$ cat config.mk
export PLATFORM = sky130hd
export DESIGN_NAME = tfrq_in_fifo
export DESIGN_NICKNAME = d
export VERILOG_FILES = /design/src/hw/rtl/tfrq_pkg.sv /design/src/hw/rtl/tfrq_in_fifo.sv
export SDC_FILE = /design/constraint.sdc
export NUM_CORES = 1
export LEC_CHECK = 0
export BUFFER_PORTS_ARGS = -buffer_cell sky130_fd_sc_hd__clkbuf_2
export CAP_MARGIN = 20
export CORE_MARGIN = 1
export CORE_UTILIZATION = 51
export DETAILED_ROUTE_END_ITERATION = 12
export PLACE_DENSITY = 0.82
export SYNTH_ARGS = -nofsm -noshare
export SYNTH_HDL_FRONTEND = slang
export SYNTH_SLANG_ARGS = --single-unit
$ cat constraint.sdc
create_clock -name clock -period 2.6 [get_ports clock]
set_input_delay 0.13 -clock clock [delete_from_list [all_inputs] [get_ports clock]]
set_output_delay 0.13 -clock clock [all_outputs]
set_load 0.02 [all_outputs]
$ cat src/hw/rtl/tfrq_pkg.sv
// Shared types and codes for the TLV frame receiver queue.
// No dependencies; used by every module of the block.
`default_nettype none
package tfrq_pkg;

   typedef enum logic [2:0] {
      PH_CMD  = 3'd0,
      PH_LEN0 = 3'd1,
      PH_LEN1 = 3'd2,
      PH_LEN2 = 3'd3,
      PH_LEN3 = 3'd4,
      PH_DATA = 3'd5
   } phase_type;

   typedef enum logic [2:0] {
      EV_NONE     = 3'd0,
      EV_PROGRESS = 3'd1,
      EV_STORED   = 3'd2,
      EV_DROPPED  = 3'd3,
      EV_BADCMD   = 3'd4,
      EV_OVERSIZE = 3'd5
   } event_type;

   typedef enum logic {
      ENG_IDLE  = 1'b0,
      ENG_RDATA = 1'b1
   } eng_state_type;

   typedef enum logic [1:0] {
      CSR_CODE_A  = 2'd0,
      CSR_CODE_B  = 2'd1,
      CSR_TIMEOUT = 2'd2,
      CSR_UNUSED  = 2'd3
   } csr_index_type;

   localparam logic OP_FEED = 1'b0;
   localparam logic OP_READ = 1'b1;

   typedef struct packed {
      logic        opcode;
      logic [7:0]  rx_byte;
      logic [31:0] now_ms;
   } item_type;

   typedef struct packed {
      logic [7:0]  code_a;
      logic [7:0]  code_b;
      logic [15:0] timeout;
   } cfg_type;

endpackage
`default_nettype wire

$ cat src/hw/rtl/tfrq_in_fifo.sv
// Front queue: two-word buffer between the input port and the engine.
// Depends on tfrq_pkg.
`default_nettype none
module tfrq_in_fifo (
   input  wire                 clock,
   input  wire                 reset,
   input  wire                 push,
   output logic                full,
   input  tfrq_pkg::item_type  push_item,
   output logic                item_valid,
   output tfrq_pkg::item_type  item,
   input  wire                 item_pop
);
   tfrq_pkg::item_type buf_ff [2];
   logic       wr_ptr_ff, wr_ptr_in;
   logic       rd_ptr_ff, rd_ptr_in;
   logic [1:0] cnt_ff, cnt_in;
   logic       do_push, do_pop;

   assign full       = (cnt_ff == 2'd2);
   assign item_valid = (cnt_ff != 2'd0);
   assign item       = buf_ff[rd_ptr_ff];
   assign do_push    = push && !full;
   assign do_pop     = item_pop && item_valid;

   always_comb begin
      wr_ptr_in = wr_ptr_ff ^ do_push;
      rd_ptr_in = rd_ptr_ff ^ do_pop;
      cnt_in    = cnt_ff + {1'b0, do_push} - {1'b0, do_pop};
   end

   always_ff @(posedge clock) begin
      if (reset) begin
         wr_ptr_ff <= 1'b0;
         rd_ptr_ff <= 1'b0;
         cnt_ff    <= 2'd0;
      end else begin
         wr_ptr_ff <= wr_ptr_in;
         rd_ptr_ff <= rd_ptr_in;
         cnt_ff    <= cnt_in;
      end
   end

   always_ff @(posedge clock) begin
      if (do_push) begin
         buf_ff[wr_ptr_ff] <= push_item;
      end
   end
endmodule
`default_nettype wire

==> summary.txt <==
Clock tree
  • TritonCTS buffer count: 9
  • Clock sinks: between 80 and 90
  • Clock slew seen by the registers of the worst setup and hold paths: about 0.090 ns
  • TritonCTS clock tree: yes
  • Post-CTS setup buffers: 0
  • CTS HTree Levels: 3
  • Post-CTS Resized: 0
  • Clk_lat worst skew: ~0.35 ns
  • CTS Hold Bufs: 42
  • Max Buffers Root-to-Sink: 2
  • Clock root cell: clkbuf_8

Finish
  • FILL cells: 393
  • Share of layout cells above drive strength 1: 0.5185
  • Area grow syn2layout: 35.19%
  • Layout Nets: 341
  • Diodes inserted: 0
  • Cell area after layout: roughly 4400 sq um

Floorplanning
  • Die area: around 6700 sq um
  • IO Pins: just under 90
  • Die W: 81.56 microns
  • Die height: 81.56 microns
  • FP Rows: 28
  • Core area: between 6000 and 7000 sq um
  • Starting Density: 0.5357

Setup path
  • CP Data Arrival Time: roughly 1.8 ns
  • Reg-to-reg startpoint: cnt_ff[0]
  • Worst Setup End Kind: output port
  • Nature of the critical path startpoint: register
  • R2r endpoint: buf_ff[0][2]
  • Crit Path Category: reg2out
  • R2R Setup Slk: around 0.79 ns
  • Worst EP required: approximately 2.5 ns
  • Worst-case reg-to-reg path depth: 4
  • Highest net fanout along the worst path: 16

Yosys
  • Multiplexer share of the synthesized area: 0.1512
  • Synth Area in Simple Gates: 0.01434
  • Largest family of logic cells by synthesized area: multiplexers
  • Cell taking the most area after synthesis: edfxtp_1
  • Area contributors post-synth: edfxtp_1 76%, mux2_2 13%, dfxtp_1 2.5%, mux2_4 1.9%, ha_1 1.6%
  • Avg Cell Area, Syn: roughly 21 sq um
  • Ys async rst share: 0
  • Mapped Cells: roughly 150
  • Xor/xnor share of the synthesized area: 0.006977
  • Register area share after synthesis: 0.7876
  • Count leader, synth: edfxtp_1
  • Synth Cell Area: approximately 3200 sq um
  • Flop and latch count out of synthesis: 86
  • Synth cell types: 16
  • Number of flops mapped to enable cells by yosys: 82
  • Synth top cells by count: 82 x edfxtp_1, 38 x mux2_2
  • Primary FF master, synth: edfxtp_1
  • Synthesized-area fraction occupied by adder cells: 0.01550
  • Share of the synthesized area in the top cell type: 0.7628
  • Syn_nets: 200
  • Complex-gate fraction of the synthesized area: 0.002326
  • YS warnings: 0

Routing
  • DRT Wirelength: 6.408 mm
  • Via count: about 1800
  • 1st-pass router iterations: 4
  • Post-route ant nets: 0
  • Starting DRT DRC Count: 99
  • DRC viols: 0
  • WL per Instance: about 17 microns
  • Via density: 4.938

Timing
  • Final hold vios: 0
  • Rel. slew slack: 0.7036
  • Setup TNS: 0 ns
  • Worst clock skew: 0.01457 ns
  • Slew Viols, Final: 0
  • Hold_ws: roughly 0.21 ns
  • Achievable Freq: ~530 MHz
  • Worst slew pin tran: between 0.4 and 0.5 ns
  • RSZ-0062 raised after global routing: false
  • Slack of the critical path: just over 0.7 ns
  • Minimum clock period: between 1.5 and 2 ns
  • Share of the clock period used by the worst path: 0.7220
  • Setup violators final: 0

Place
  • Dpl cell area: between 3000 and 4000 sq um
  • DP Worst Slack: about 0.80 ns
  • RD Place Congestion: ~0.70
  • Port-buffer cells: 87

Global routing
  • First-pass GRT wire length: 9.397 mm
  • Largest net degree at the start of global routing: 18
  • Number of global-route vias before repair: 1975
  • Aggregate global routing overflow: 0
  • Overall global routing resource usage: 0.2084
  • Initial antenna violation count: 0

Pwr
  • LEAKAGE: approximately 1.7 nW
  • Pwr dens: 890.2 nW/um^2
  • VDD IR max: roughly 0.58 mV

Hold path
  • Min-Delay Path Depth: 3
  • Worst hold path endpoint: rd_ptr_ff
  • Hold wc startpoint: item_pop
  • Hold crit path type: in2reg

Flow run
  • Max-cap violations: 0

Status
  • Status: finished clean
-- cell families after synthesis --
family,Yosys count
fa+ha+maj,4
simple gates,9
flops,86
mux,42
buf+inv,8
compound gates,1
xor+xnor,1
-- cell usage in the layout (no fill, tap or decap), types with 2 or more instances in the layout --
cell / synthesis / layout
nor2_1: 3 / 3
edfxtp_1: 82 / 82
clkinvlp_4: 0 / 2
ha_2: 0 / 2
clkbuf_2: 0 / 87
inv_1: 3 / 3
ha_1: 4 / 2
mux2_2: 38 / 38
dlygate4sd3_1: 0 / 42
mux2_4: 4 / 4
clkbuf_8: 0 / 9
inv_6: 0 / 2
buf_4: 0 / 6
dfxtp_1: 4 / 3
nor2b_1: 2 / 2
-- metrics by stage --
stage | cells | util | total power [mW]
global route | 372 | 0.7243 | 4.049
floorplan | 151 | - | 2.620
detailed placement | 314 | 0.6221 | 2.943
finish | 372 | 0.7243 | 3.885
global placement | 314 | 0.6221 | 2.915
CTS | 372 | 0.7243 | 3.893
-- worst max path at each step --
stage                    from           end  slack [ns]  cells past startpoint
floorplan           cnt_ff[0]  buf_ff[1][0]        0.54                      3
global placement    cnt_ff[0]  buf_ff[1][8]        0.85                      4
detailed placement  cnt_ff[0]  buf_ff[1][7]        0.80                      4
CTS                 rd_ptr_ff       item[0]        0.69                      3
global route        rd_ptr_ff      item[34]        0.64                      3
finish              rd_ptr_ff       item[4]        0.72                      3
-- routing by layer --
| layer | up-vias | routed length (microns) | track usage |
|---|---|---|---|
| met5 | - | 0 | 0 |
| li1 | 867 | - | - |
| met1 | 878 | 2344 | 0.2087 |
| met2 | 73 | 3504 | 0.3800 |
| met3 | 19 | 337 | 0.05222 |
| met4 | 0 | 221 | 0.1357 |
-- area by class of cell --
cell class                 instances  area [sq um]  area share
tap                               75         93.84     0.02150
timing repair buffer             135         900.9      0.2064
inverter                           3         11.26    0.002580
sequential                        86          2544      0.5829
clock buffer                      10         127.6     0.02924
multi-input combinational         57         619.3      0.1419
clock inverter                     6         67.56     0.01548
-- report_power, final --
part / switching, mW / internal, mW / total [mW]
Sequential: 0.0739 / 1.76 / 1.83
Clock: 0.472 / 0.449 / 0.921
Combinational: 0.643 / 0.491 / 1.13
-- flip-flops by register name, indices dropped and copies added, names as in the netlist --
name       flops
cnt_ff         2
buf_ff        82
wr_ptr_ff      1
rd_ptr_ff      1
-- critical path, cell delays in order (launching register included) --
cell and delay [ns]:
dfxtp_2 0.53, buf_4 0.31, mux2_2 0.39, clkbuf_2 0.16
Note: power is estimated with default switching activity, not from simulation.
